[src/hw/rtl/sha224_256_hash_core_assert.svh]
// Assertion macros for the SHA-224/256 hash core RTL.
// Depends on nothing; define ASSERT_OFF to compile the checks out.
`ifndef SHA224_256_HASH_CORE_ASSERT_SVH
`define SHA224_256_HASH_CORE_ASSERT_SVH
`ifndef ASSERT_OFF
// Same-cycle implication
`define SHA2_ASSERT_IMP(name, clk, rst_n, ante, cons) \
    name: assert property (@(posedge clk) disable iff (!rst_n) (ante) |-> (cons)) \
        else $error("assertion failed");
// Next-cycle implication
`define SHA2_ASSERT_NXT(name, clk, rst_n, ante, cons) \
    name: assert property (@(posedge clk) disable iff (!rst_n) (ante) |=> (cons)) \
        else $error("assertion failed");
`else
`define SHA2_ASSERT_IMP(name, clk, rst_n, ante, cons)
`define SHA2_ASSERT_NXT(name, clk, rst_n, ante, cons)
`endif
`endif

[src/hw/rtl/sha2_pkg.sv]
// Shared types, constants and functions of the SHA-224/256 hash core.
// Depends on nothing.
package sha2_pkg;

    localparam int QueueDepth = 4;
    localparam int QueuePtrW  = 2;
    localparam int QueueCntW  = 3;

    typedef struct packed {
        logic        final_blk;
        logic [31:0] word;
    } queue_entry_t;

    typedef struct packed {
        logic we;
        logic mode;
        logic msg_open;
    } cfg_ctl_t;

    typedef enum logic [2:0] {
        F_IDLE,
        F_MARK,
        F_ZERO,
        F_LEN_HI,
        F_LEN_LO
    } front_state_t;

    typedef enum logic [1:0] {
        B_LOAD,
        B_ROUND,
        B_ADD,
        B_OUT
    } back_state_t;

    localparam logic [31:0] PadMark = 32'h8000_0000;

    function automatic logic [31:0] round_k(input logic [5:0] r);
        logic [31:0] k;
        begin
            case (r)
                6'd0:  k = 32'h428a2f98; 6'd1:  k = 32'h71374491;
                6'd2:  k = 32'hb5c0fbcf; 6'd3:  k = 32'he9b5dba5;
                6'd4:  k = 32'h3956c25b; 6'd5:  k = 32'h59f111f1;
                6'd6:  k = 32'h923f82a4; 6'd7:  k = 32'hab1c5ed5;
                6'd8:  k = 32'hd807aa98; 6'd9:  k = 32'h12835b01;
                6'd10: k = 32'h243185be; 6'd11: k = 32'h550c7dc3;
                6'd12: k = 32'h72be5d74; 6'd13: k = 32'h80deb1fe;
                6'd14: k = 32'h9bdc06a7; 6'd15: k = 32'hc19bf174;
                6'd16: k = 32'he49b69c1; 6'd17: k = 32'hefbe4786;
                6'd18: k = 32'h0fc19dc6; 6'd19: k = 32'h240ca1cc;
                6'd20: k = 32'h2de92c6f; 6'd21: k = 32'h4a7484aa;
                6'd22: k = 32'h5cb0a9dc; 6'd23: k = 32'h76f988da;
                6'd24: k = 32'h983e5152; 6'd25: k = 32'ha831c66d;
                6'd26: k = 32'hb00327c8; 6'd27: k = 32'hbf597fc7;
                6'd28: k = 32'hc6e00bf3; 6'd29: k = 32'hd5a79147;
                6'd30: k = 32'h06ca6351; 6'd31: k = 32'h14292967;
                6'd32: k = 32'h27b70a85; 6'd33: k = 32'h2e1b2138;
                6'd34: k = 32'h4d2c6dfc; 6'd35: k = 32'h53380d13;
                6'd36: k = 32'h650a7354; 6'd37: k = 32'h766a0abb;
                6'd38: k = 32'h81c2c92e; 6'd39: k = 32'h92722c85;
                6'd40: k = 32'ha2bfe8a1; 6'd41: k = 32'ha81a664b;
                6'd42: k = 32'hc24b8b70; 6'd43: k = 32'hc76c51a3;
                6'd44: k = 32'hd192e819; 6'd45: k = 32'hd6990624;
                6'd46: k = 32'hf40e3585; 6'd47: k = 32'h106aa070;
                6'd48: k = 32'h19a4c116; 6'd49: k = 32'h1e376c08;
                6'd50: k = 32'h2748774c; 6'd51: k = 32'h34b0bcb5;
                6'd52: k = 32'h391c0cb3; 6'd53: k = 32'h4ed8aa4a;
                6'd54: k = 32'h5b9cca4f; 6'd55: k = 32'h682e6ff3;
                6'd56: k = 32'h748f82ee; 6'd57: k = 32'h78a5636f;
                6'd58: k = 32'h84c87814; 6'd59: k = 32'h8cc70208;
                6'd60: k = 32'h90befffa; 6'd61: k = 32'ha4506ceb;
                6'd62: k = 32'hbef9a3f7; 6'd63: k = 32'hc67178f2;
                default: k = 32'h0;
            endcase
            return k;
        end
    endfunction

    function automatic logic [31:0] init_value(input logic mode, input logic [2:0] i);
        logic [31:0] h;
        begin
            case ({mode, i})
                4'd0:  h = 32'h6a09e667; 4'd1:  h = 32'hbb67ae85;
                4'd2:  h = 32'h3c6ef372; 4'd3:  h = 32'ha54ff53a;
                4'd4:  h = 32'h510e527f; 4'd5:  h = 32'h9b05688c;
                4'd6:  h = 32'h1f83d9ab; 4'd7:  h = 32'h5be0cd19;
                4'd8:  h = 32'hc1059ed8; 4'd9:  h = 32'h367cd507;
                4'd10: h = 32'h3070dd17; 4'd11: h = 32'hf70e5939;
                4'd12: h = 32'hffc00b31; 4'd13: h = 32'h68581511;
                4'd14: h = 32'h64f98fa7; 4'd15: h = 32'hbefa4fa4;
                default: h = 32'h0;
            endcase
            return h;
        end
    endfunction

    function automatic logic [31:0] rotr(input logic [31:0] x, input int n);
        return (x >> n) | (x << (32 - n));
    endfunction

endpackage

[src/hw/rtl/sha2_front.sv]
// Front end: accepts message words, counts length and generates padding words.
// Depends on sha2_pkg.
module sha2_front
    import sha2_pkg::*;
(
    input  logic         clk,
    input  logic         rst_n,
    input  logic         start,
    input  logic [31:0]  data_word,
    input  logic [2:0]   valid_bytes,
    input  logic         last_word,
    input  logic         queue_full,
    output logic         busy,
    output logic         push,
    output queue_entry_t push_entry,
    output logic         msg_open
);

    front_state_t state_reg, state_next;
    logic [3:0]   fill_reg, fill_next;
    logic [60:0]  bytes_reg, bytes_next;
    logic [63:0]  len_reg, len_next;
    logic         open_reg, open_next;
    logic         accept;
    logic [2:0]   nb;
    logic [31:0]  tail_word;
    logic [60:0]  total_bytes;

    assign busy     = (state_reg != F_IDLE) || queue_full;
    assign accept   = start && !busy;
    assign msg_open = open_reg;

    // Clamp the byte count and build the marked partial word
    always_comb
    begin
        nb = (valid_bytes > 3'd4) ? 3'd4 : valid_bytes;
        total_bytes = bytes_reg + {58'd0, nb};
        case (nb)
            3'd0:    tail_word = PadMark;
            3'd1:    tail_word = {data_word[31:24], 8'h80, 16'h0};
            3'd2:    tail_word = {data_word[31:16], 8'h80, 8'h0};
            3'd3:    tail_word = {data_word[31:8], 8'h80};
            default: tail_word = data_word;
        endcase
    end

    // Next state
    always_comb
    begin
        state_next = state_reg;
        fill_next  = fill_reg;
        bytes_next = bytes_reg;
        len_next   = len_reg;
        open_next  = open_reg;
        case (state_reg)
            F_IDLE:
            begin
                if (accept)
                begin
                    open_next = 1'b1;
                    fill_next = fill_reg + 4'd1;
                    if (!last_word)
                        bytes_next = bytes_reg + 61'd4;
                    else
                    begin
                        bytes_next = '0;
                        len_next   = {total_bytes, 3'b000};
                        if (nb == 3'd4)
                            state_next = F_MARK;
                        else if (fill_next == 4'd14)
                            state_next = F_LEN_HI;
                        else
                            state_next = F_ZERO;
                    end
                end
            end
            F_MARK, F_ZERO:
            begin
                if (!queue_full)
                begin
                    fill_next  = fill_reg + 4'd1;
                    state_next = (fill_next == 4'd14) ? F_LEN_HI : F_ZERO;
                end
            end
            F_LEN_HI:
            begin
                if (!queue_full)
                begin
                    fill_next  = fill_reg + 4'd1;
                    state_next = F_LEN_LO;
                end
            end
            F_LEN_LO:
            begin
                if (!queue_full)
                begin
                    fill_next  = '0;
                    open_next  = 1'b0;
                    state_next = F_IDLE;
                end
            end
            default: state_next = F_IDLE;
        endcase
    end

    // Outputs toward the queue
    always_comb
    begin
        push       = 1'b0;
        push_entry = '0;
        case (state_reg)
            F_IDLE:
            begin
                push            = accept;
                push_entry.word = last_word ? tail_word : data_word;
            end
            F_MARK:
            begin
                push            = !queue_full;
                push_entry.word = PadMark;
            end
            F_ZERO:
            begin
                push = !queue_full;
            end
            F_LEN_HI:
            begin
                push            = !queue_full;
                push_entry.word = len_reg[63:32];
            end
            F_LEN_LO:
            begin
                push                 = !queue_full;
                push_entry.word      = len_reg[31:0];
                push_entry.final_blk = 1'b1;
            end
            default: push = 1'b0;
        endcase
    end

    always_ff @(posedge clk or negedge rst_n)
    begin
        if (!rst_n)
        begin
            state_reg <= F_IDLE;
            fill_reg  <= '0;
            bytes_reg <= '0;
            open_reg  <= 1'b0;
        end
        else
        begin
            state_reg <= state_next;
            fill_reg  <= fill_next;
            bytes_reg <= bytes_next;
            open_reg  <= open_next;
        end
    end

    // Length payload needs no reset
    always_ff @(posedge clk)
    begin
        len_reg <= len_next;
    end

endmodule

[src/hw/rtl/sha2_queue.sv]
// Short word queue between the front end and the compression back end.
// Depends on sha2_pkg.
module sha2_queue
    import sha2_pkg::*;
(
    input  logic         clk,
    input  logic         rst_n,
    input  logic         push,
    input  queue_entry_t push_entry,
    input  logic         pop,
    output logic         full,
    output logic         not_empty,
    output queue_entry_t head
);

    queue_entry_t              slot_reg [QueueDepth];
    logic [QueuePtrW-1:0]      wr_reg, rd_reg;
    logic [QueueCntW-1:0]      cnt_reg;

    assign full      = (cnt_reg == QueueCntW'(QueueDepth));
    assign not_empty = (cnt_reg != '0);
    assign head      = slot_reg[rd_reg];

    // Advance pointers and count
    always_ff @(posedge clk or negedge rst_n)
    begin
        if (!rst_n)
        begin
            wr_reg  <= '0;
            rd_reg  <= '0;
            cnt_reg <= '0;
        end
        else
        begin
            if (push)
                wr_reg <= wr_reg + 1'b1;
            if (pop)
                rd_reg <= rd_reg + 1'b1;
            if (push && !pop)
                cnt_reg <= cnt_reg + 1'b1;
            else if (pop && !push)
                cnt_reg <= cnt_reg - 1'b1;
        end
    end

    always_ff @(posedge clk)
    begin
        if (push)
            slot_reg[wr_reg] <= push_entry;
    end

endmodule

[src/hw/rtl/sha2_back.sv]
// Back end: block buffer, 64-round compression, chaining hash, digest output.
// Depends on sha2_pkg and the assertion macro header.
`include "sha224_256_hash_core_assert.svh"
module sha2_back
    import sha2_pkg::*;
(
    input  logic         clk,
    input  logic         rst_n,
    input  logic         not_empty,
    input  queue_entry_t head,
    input  cfg_ctl_t     cfg,
    output logic         pop,
    output logic         result_valid,
    output logic [31:0]  digest_word,
    output logic [2:0]   word_index,
    output logic         last_result
);

    back_state_t state_reg, state_next;
    logic [31:0] chain_reg [8];
    logic [31:0] v_reg [8];
    logic [31:0] w_reg [16];
    logic [31:0] bw_reg [16];
    logic [3:0]  fill_reg;
    logic [5:0]  round_reg;
    logic [2:0]  idx_reg;
    logic        final_reg;
    logic        valid_reg, last_reg;
    logic [31:0] dword_reg;
    logic [2:0]  windex_reg;
    logic [31:0] wt, s0, s1, big0, big1, ch, maj, t1, t2;
    logic        out_last;

    assign out_last = (idx_reg == (cfg.mode ? 3'd6 : 3'd7));

    // Schedule word and round function
    always_comb
    begin
        s0 = rotr(w_reg[1], 7) ^ rotr(w_reg[1], 18) ^ (w_reg[1] >> 3);
        s1 = rotr(w_reg[14], 17) ^ rotr(w_reg[14], 19) ^ (w_reg[14] >> 10);
        if (round_reg < 6'd16)
            wt = bw_reg[round_reg[3:0]];
        else
            wt = w_reg[0] + s0 + w_reg[9] + s1;
        big1 = rotr(v_reg[4], 6) ^ rotr(v_reg[4], 11) ^ rotr(v_reg[4], 25);
        ch   = (v_reg[4] & v_reg[5]) ^ (~v_reg[4] & v_reg[6]);
        t1   = v_reg[7] + big1 + ch + round_k(round_reg) + wt;
        big0 = rotr(v_reg[0], 2) ^ rotr(v_reg[0], 13) ^ rotr(v_reg[0], 22);
        maj  = (v_reg[0] & v_reg[1]) ^ (v_reg[0] & v_reg[2]) ^ (v_reg[1] & v_reg[2]);
        t2   = big0 + maj;
    end

    // Next state
    always_comb
    begin
        state_next = state_reg;
        case (state_reg)
            B_LOAD:  if (not_empty && fill_reg == 4'd15) state_next = B_ROUND;
            B_ROUND: if (round_reg == 6'd63) state_next = B_ADD;
            B_ADD:   state_next = final_reg ? B_OUT : B_LOAD;
            B_OUT:   if (out_last) state_next = B_LOAD;
            default: state_next = B_LOAD;
        endcase
    end

    // Outputs
    always_comb
    begin
        pop = 1'b0;
        case (state_reg)
            B_LOAD:  pop = not_empty;
            default: pop = 1'b0;
        endcase
    end

    // Control registers
    always_ff @(posedge clk or negedge rst_n)
    begin
        if (!rst_n)
        begin
            state_reg <= B_LOAD;
            fill_reg  <= '0;
            round_reg <= '0;
            idx_reg   <= '0;
            final_reg <= 1'b0;
            valid_reg <= 1'b0;
            last_reg  <= 1'b0;
            for (int i = 0; i < 8; i++)
                chain_reg[i] <= init_value(1'b0, 3'(i));
        end
        else
        begin
            state_reg <= state_next;
            valid_reg <= (state_reg == B_OUT);
            last_reg  <= (state_reg == B_OUT) && out_last;
            case (state_reg)
                B_LOAD:
                begin
                    round_reg <= '0;
                    idx_reg   <= '0;
                    if (pop)
                    begin
                        fill_reg  <= fill_reg + 4'd1;
                        final_reg <= head.final_blk;
                    end
                    if (cfg.we && !cfg.msg_open)
                        for (int i = 0; i < 8; i++)
                            chain_reg[i] <= init_value(cfg.mode, 3'(i));
                end
                B_ROUND:
                begin
                    round_reg <= round_reg + 6'd1;
                end
                B_ADD:
                begin
                    for (int i = 0; i < 8; i++)
                        chain_reg[i] <= chain_reg[i] + v_reg[i];
                end
                B_OUT:
                begin
                    idx_reg <= idx_reg + 3'd1;
                    if (out_last)
                        for (int i = 0; i < 8; i++)
                            chain_reg[i] <= init_value(cfg.mode, 3'(i));
                end
                default: round_reg <= '0;
            endcase
        end
    end

    // Datapath registers
    always_ff @(posedge clk)
    begin
        dword_reg  <= chain_reg[idx_reg];
        windex_reg <= idx_reg;
        if (state_reg == B_LOAD)
        begin
            if (pop)
                bw_reg[fill_reg] <= head.word;
            for (int i = 0; i < 8; i++)
                v_reg[i] <= chain_reg[i];
        end
        if (state_reg == B_ROUND)
        begin
            for (int i = 0; i < 15; i++)
                w_reg[i] <= w_reg[i + 1];
            w_reg[15] <= wt;
            v_reg[7] <= v_reg[6];
            v_reg[6] <= v_reg[5];
            v_reg[5] <= v_reg[4];
            v_reg[4] <= v_reg[3] + t1;
            v_reg[3] <= v_reg[2];
            v_reg[2] <= v_reg[1];
            v_reg[1] <= v_reg[0];
            v_reg[0] <= t1 + t2;
        end
    end

    assign result_valid = valid_reg;
    assign digest_word  = dword_reg;
    assign word_index   = windex_reg;
    assign last_result  = last_reg;

    `SHA2_ASSERT_IMP(a_pop_only_load, clk, rst_n, pop, state_reg == B_LOAD)
    `SHA2_ASSERT_NXT(a_last_ends_burst, clk, rst_n, result_valid && last_result, !result_valid)
    `SHA2_ASSERT_IMP(a_add_after_rounds, clk, rst_n, state_reg == B_ADD, round_reg == 6'd0 && $past(round_reg) == 6'd63)
    `SHA2_ASSERT_NXT(a_result_from_out, clk, rst_n, state_reg != B_OUT, !result_valid)

endmodule

[src/hw/rtl/sha224_256_hash_core.sv]
// SHA-224/256 hash core top level: mode register, front end, queue, back end.
// Depends on sha2_pkg, sha2_front, sha2_queue and sha2_back.
//
// Usage: present a message word on data_word/valid_bytes/last_word with
// start high; it is taken at a rising edge where busy is low. Bytes are
// big-endian; valid_bytes matters only on the word with last_word set.
// Write digest_mode through digest_mode_we while idle: 0 = SHA-256,
// 1 = SHA-224. With no message open a write reloads the initial hash.
// Digest words leave one per cycle, marked by result_valid, word 0 first,
// last_result on word 7 (SHA-256) or word 6 (SHA-224); the receiver cannot
// stall them. Each 16-word block is loaded, run through 64 rounds, added
// to the chain hash in the single round unit; ordinary words are taken
// every cycle while the 4-entry word queue has room. After the last word,
// padding adds one or two blocks; digest words follow the final add via
// the output state and its register. Reset clears all control state,
// selects SHA-256 and loads its initial hash; no clearing pass is needed.
module sha224_256_hash_core
    import sha2_pkg::*;
(
    input  logic        clk,
    input  logic        rst_n,
    input  logic        start,
    output logic        busy,
    input  logic [31:0] data_word,
    input  logic [2:0]  valid_bytes,
    input  logic        last_word,
    input  logic        digest_mode_we,
    input  logic        digest_mode,
    output logic        result_valid,
    output logic [31:0] digest_word,
    output logic [2:0]  word_index,
    output logic        last_result
);

    logic         mode_reg;
    logic         push, pop, full, not_empty, msg_open;
    queue_entry_t push_entry, head;
    cfg_ctl_t     cfg;

    // Hold the mode register
    always_ff @(posedge clk or negedge rst_n)
    begin
        if (!rst_n)
            mode_reg <= 1'b0;
        else if (digest_mode_we)
            mode_reg <= digest_mode;
    end

    always_comb
    begin
        cfg.we       = digest_mode_we;
        cfg.mode     = digest_mode_we ? digest_mode : mode_reg;
        cfg.msg_open = msg_open;
    end

    sha2_front u_front (
        .clk        (clk),
        .rst_n      (rst_n),
        .start      (start),
        .data_word  (data_word),
        .valid_bytes(valid_bytes),
        .last_word  (last_word),
        .queue_full (full),
        .busy       (busy),
        .push       (push),
        .push_entry (push_entry),
        .msg_open   (msg_open)
    );

    sha2_queue u_queue (
        .clk       (clk),
        .rst_n     (rst_n),
        .push      (push),
        .push_entry(push_entry),
        .pop       (pop),
        .full      (full),
        .not_empty (not_empty),
        .head      (head)
    );

    sha2_back u_back (
        .clk         (clk),
        .rst_n       (rst_n),
        .not_empty   (not_empty),
        .head        (head),
        .cfg         (cfg),
        .pop         (pop),
        .result_valid(result_valid),
        .digest_word (digest_word),
        .word_index  (word_index),
        .last_result (last_result)
    );

endmodule
[config.mk]
export PLATFORM = sky130hd
export DESIGN_NAME = sha224_256_hash_core
export DESIGN_NICKNAME = d
export VERILOG_FILES = /design/src/hw/rtl/sha2_pkg.sv /design/src/hw/rtl/sha2_front.sv /design/src/hw/rtl/sha2_queue.sv /design/src/hw/rtl/sha2_back.sv /design/src/hw/rtl/sha224_256_hash_core.sv
export VERILOG_INCLUDE_DIRS = /design/src /design/src/hw/rtl
export SDC_FILE = /design/constraint.sdc
export NUM_CORES = 2
export LEC_CHECK = 0
export BUFFER_PORTS_ARGS = -buffer_cell sky130_fd_sc_hd__buf_2
export CORE_ASPECT_RATIO = 0.8
export CORE_MARGIN = 1.5
export CORE_UTILIZATION = 45
export CTS_CLUSTER_DIAMETER = 60
export DETAILED_ROUTE_END_ITERATION = 8
export PLACE_DENSITY_LB_ADDON = 0.3
export SETUP_SLACK_MARGIN = 0.15
export SLEW_MARGIN = 20
export SYNTH_ARGS = -nofsm -noshare
export SYNTH_HDL_FRONTEND = slang
export SYNTH_HIERARCHICAL = 1
export SYNTH_SLANG_ARGS = --single-unit
[constraint.sdc]
create_clock -name clk -period 51.7 [get_ports clk]
set_input_delay 10.34 -clock clk [delete_from_list [all_inputs] [get_ports clk]]
set_output_delay 10.34 -clock clk [all_outputs]
set_load 0.02 [all_outputs]
### Word-level counts from Yosys, hierarchy flattened

Memory sizes are Yosys's and may differ from the RTL's.
Index checks and enable logic that the tools add are counted.

* register bits after elaboration: 447
* bits in latches: 0
* bits in writable memories: 1412
* ROM bits: 2048
* input bits: 41
* output and inout bits: 38
* memories kept: 5

Memories
* (name not given): depth 64, bits a word 32, read ports 1, clocked after memory_dff 0, write ports 0, RTL line sha2_pkg.sv:40 `case (r)`
* u_back.bw_reg: depth 16, bits a word 32, read ports 1, clocked after memory_dff 0, write ports 1, RTL line sha2_back.sv:23 `logic [31:0] bw_reg [16];`
* u_back.w_reg: depth 16, bits a word 32, read ports 16, clocked after memory_dff 0, write ports 16, RTL line sha2_back.sv:22 `logic [31:0] w_reg [16];`
* u_back.v_reg: depth 8, bits a word 32, read ports 8, clocked after memory_dff 0, write ports 8, RTL line sha2_back.sv:21 `logic [31:0] v_reg [8];`
* u_queue.slot_reg: depth 4, bits a word 33, read ports 1, clocked after memory_dff 0, write ports 1, RTL line sha2_queue.sv:16 `queue_entry_t slot_reg [QueueDepth];`

* add/sub/neg operators: 28
* $mul: 0
* div/mod/pow operators: 0
* $lt $le $gt $ge: 3
* equality and inequality tests: 26
* shift operators: 0
* muxes and demuxes: 66
* bitwise logic cells: 37
* reductions and logical operators: 34

Operators with widths (number)
* $pmux W256 S3: 1
* $add A32 B32 Y32: 18
* $mux W256: 2
* $pmux W32 S2: 8
* $mux W32: 12
* $xor A32 B32 Y32: 9
* $pmux W32 S4: 2
* $and A32 B32 Y32: 5
* $bmux W32 S3: 1
* $add A61 B3 Y61: 1
* $add A61 B3 Y61 const B: 1
* $mux W61: 1
* $not A32 Y32: 1
* $or A10 B32 Y32: 1
* $or A13 B32 Y32: 1
* $or A14 B32 Y32: 1
* $or A15 B32 Y32: 1
* $or A19 B32 Y32: 1
* $or A21 B32 Y32: 1
* $or A25 B32 Y32: 1
* $or A26 B32 Y32: 1
* $or A30 B32 Y32: 1
* $or A7 B32 Y32: 1
* $xor A32 B22 Y32: 1
* 46 further kinds: 121

### Longest topological paths before layout

An unclocked memory read counts as a cell.

* depth after elaboration: 11
* gate-level depth with buffers: 48
* depth with buffers taken out: 48

### Hierarchy

The synthesis kept the hierarchy.

Modules (own cells, without submodules)
* sha2_back: instances 1, cells an instance 6722, area each 86615.6 um^2, sequential area each 46164.3 um^2
* sha2_front: instances 1, cells an instance 743, area each 7195.7 um^2, sequential area each 3508.4 um^2
* sha2_queue: instances 1, cells an instance 207, area each 5208.7 um^2, sequential area each 4139.0 um^2
* sha224_256_hash_core: instances 1, cells an instance 2, area each 40.0 um^2, sequential area each 25.0 um^2

### Worst setup path before layout

OpenSTA, ideal clock, no wires.

* path type: register to register
* start: register u_back.state_reg[1]
* end: register u_back.round_reg[5]
* setup time: 0.387 ns
* data arrival time: 18.117 ns
* data required time: 51.313 ns
* slack: 33.196 ns
* stages on the path, launching flop included: 7
* clock period less this slack: 18.504 ns
* cells stage by stage: dfrtp_1 inv_1 ha_1 clkbuf_1 nor2_1 inv_1 a31oi_1

* cells in the longest elaborated chain, start to end: 2
* elaborated cells between the ends (all ways): 4
* classes of those cells: 1 x eq/ne; 1 x mux; 2 x reduce/logical

RTL lines
* start, declared: RTL line sha2_back.sv:19 `back_state_t state_reg, state_next;`
* start signal, assigned: RTL line sha2_back.sv:93 `state_reg <= state_next;`
* $eq A2 B1 Y1 or $logic_not A2 Y1 (tied branches): RTL line sha2_back.sv:96 `case (state_reg)`
* $pmux W6 S2 or $reduce_bool A2 Y1 (tied branches)
* end signal, assigned: RTL line sha2_back.sv:112 `round_reg <= round_reg + 6'd1;`
* end, declared: RTL line sha2_back.sv:25 `logic [5:0] round_reg;`

Parallel ways exist; a longest one is shown, timed or not.
A chain may end at the register's enable or synchronous reset.

==> results.cfg <==
[route]
via_per_inst = 6.08
wl_met3_mm = 29.2
dr_wl_met2_mm = 122
drt-initial-drc-count = 8157
route.vias.total = 65400
first_pass_iters = 6
m1WireLength_mm = 139
wirelength_mm = 297
maxUsedRoutingLayer = met4
antenna_left = 0
routedWlPerCell_um = 27.6
post-route-drc-count = 0

[status]
outcome = finished, final reports clean

[synthesis]
yosys_warnings = 6
synth_common_cells = 1473 x edfxtp_1, 532 x a21oi_1, 464 x nand2_1
synth-async-reset-ratio_pct = 18.8
ys_seq_area_share_pct = 54.3
yosysMostFrequentCell = edfxtp_1
synth_largest_area_cell = edfxtp_1
synth_edf_count = 1473
synthDistinctLibCells = 99
synthCells = 7674
syn_area_per_cell_um2 = 12.9
syn_nets = 8339
ys_ff_latch = 1857
synth_top_area_share_pct = 44.7
netlist_area_um2 = 99100
synth_area_leaders = edfxtp_1 45%, mux4_2 5.8%, dfrtp_1 5.4%
synth_ff_type = edfxtp_1

[global_routing]
grt_pass1_vias = 62800
antenna_found_initial = 6
grt_max_degree = 198
grt-ovfl-total = 0
grt_use_total_pct = 26.4
grt_pass1_wl_mm = 435

[finish]
syn_to_final_growth_pct = 10.6
post-route-cell-area_um2 = 110000
drive_gt1_share_pct = 16.4
final_cells = 10800
nets = 8384

[worst_hold_path]
hold_path_end = u_back/w_reg[6][26]$_DFFE_PP_
hp-start = u_back/w_reg[6][58]$_DFFE_PP_
hold_path.class = register to register
holdPathStages = 0

[clock_network]
cts_setup_buffers = 0
insertion_delay_ns = 0.90
cts_root_buf = clkbuf_16
clock-sinks = 1857
cts_made_buffers = 202
cts_max_level = 4
cts_tree = done
cts_hold_buf = 0
path_clk_slew_ns = 0.06
clk_path_buf_depth = 4
cts_resized = 0

[power_and_ir_drop]
ir_drop_v = 0.0000472
p_leak_nw = 42.5
power_density_nw_per_um2 = 31.0

[worst_setup_path]
path_cells = buf_2 -> mux2_4 -> xor2_1 -> nand3_1 -> nand2_1 -> o311a_4 -> buf_4 -> buf_4 -> nand2_1 -> o21ai_0 -> a21oi_1
setup.worst_path.start = digest_mode_we
rr_endpoint = u_back/v_reg[0][159]$_DFFE_PP_
crit_slowest_cell = o311a_4
reg2regPathDepth = 46
cp-end-kind = register
r2r_setup_slack_ns = 38.92
startpoint_type = primary input
cp.depth = 11
cp_top_family = buffers and inverters
worstReg2RegStart = u_back/w_reg[0][51]$_DFFE_PP_
crit_required_ns = 52.34
arrival_ns = 13.72
path_buf_inv = 3
worstSetupPathType = primary input to register
path_max_fanout = 52
crit_path_max_incr_delay_ns = 0.70

[placement]
io_buffers = 78
dpl.cell_count = 10400
placed_area_um2 = 103000
post-place-ws_ns = 37.91
hpwlAfterDp_mm = 209
globalplace.congestion = 0.990

[sta]
worst_pin_slew_ns = 1.23
grt_setup_unrepaired = no
finalHoldViolations = 0
setup_viol = 0
fin_crit_ns = 13.08
fmax_mhz = 76.5
layout_setup_ws_ns = 38.62
drv_slew = 0
slew_headroom_pct = 18.3
finalSetupTns_ns = 0
fin_skew_ns = 0.103
fin_crit_sh_pct = 25.3

[run]
max_cap_viol_count = 0

[floorplanning]
io_pins = 79
core-area_um2 = 218000
rows = 153
die-height_um = 423
start_util_pct = 45.4
chipWidth_um = 528
die_area_um2 = 223000
[worst register-to-register path, delay by kind of cell, from the launching register on]
kind	cells	cell delay (ns)
DFF	1	0.49
muxes	1	0.26
buffers and inverters	5	0.32
and+or+nand+nor	7	1.16
adders and majority gates	9	3.77
AOI/OAI and AO/OA	19	5.20
xor gates and xnor gates	5	1.28
[how the worst max path moves through the flow]
stage / endpoint / slack [ns]
2_1_floorplan: u_back/round_reg[5]$_DFFE_PN0P_ / 33.20
3_3_place_gp: u_back/chain_reg[31]$_DFFE_PN0P_ / 38.00
3_5_place_dp: u_back/chain_reg[127]$_DFFE_PN0P_ / 37.91
4_1_cts: u_back/chain_reg[127]$_DFFE_PN0P_ / 38.77
5_1_grt: u_back/v_reg[0][159]$_DFFE_PP_ / 38.39
6_report: u_back/chain_reg[127]$_DFFE_PN0P_ / 38.62
[final cells by class]
class	instances	area, µm²
Clock buffer	248	5400
Timing Repair Buffer	195	1330
Inverter	414	1560
Clock inverter	117	1270
Tap cell	2867	3590
Sequential cell	1857	53900
Antenna cell	3	7.51
Multi-Input combinational cell	5049	42500
Fill cell	18600	109000
[cells by family after synthesis]
group | synth area share (%)
other | 0.00379
AOI/OAI and AO/OA | 10.2
muxes | 9.58
adders and majority gates | 9.58
buffers and inverters | 3.01
and+or+nand+nor | 7.35
xor gates and xnor gates | 5.91
DFF | 54.3
[where the power goes]
group          internal (mW)  leakage, nW  total, mW  switching [mW]
combinational         0.0441         20.1      0.183           0.139
sequential              1.72         19.1       1.75          0.0244
clock                  0.852         3.26       1.47           0.619
[stage by stage]
| stage | hold slack, ns | power, mW | utilization, % |
|---|---|---|---|
| 6_report | 0.356 | 3.40 | 50.2 |
| 5_1_grt | 0.352 | 3.51 | 50.2 |
| 4_1_cts | 0.347 | 3.43 | 50.2 |
| 3_5_place_dp | 0.405 | 1.96 | 47.2 |
| 3_3_place_gp | 0.400 | 1.95 | 47.2 |
| 2_1_floorplan | 0.345 | 1.88 | - |
[routing by layer]
metal	global-route usage [%]	up-vias
met4	6.13	0
met5	0	-
met2	35.9	2976
li1	-	28600
met3	5.55	395
met1	42.2	33400
[placed cells by master, fill, tap and decap left out, types with 136 or more instances in the layout]
| master | Yosys | final |
|---|---|---|
| o21ai_0 | 390 | 390 |
| xnor2_1 | 447 | 447 |
| a21oi_1 | 532 | 532 |
| a21o_1 | 178 | 178 |
| dfstp_2 | 136 | 136 |
| edfxtp_1 | 1473 | 1473 |
| ha_1 | 426 | 424 |
| nor2_1 | 436 | 418 |
| nand2_1 | 464 | 463 |
| fa_1 | 198 | 198 |
| mux2_2 | 305 | 305 |
| inv_1 | 410 | 408 |
| mux4_2 | 255 | 255 |
| clkbuf_16 | 0 | 205 |
| dfrtp_1 | 213 | 203 |
| xor2_1 | 216 | 216 |
Power figures use the tool's default switching activity.
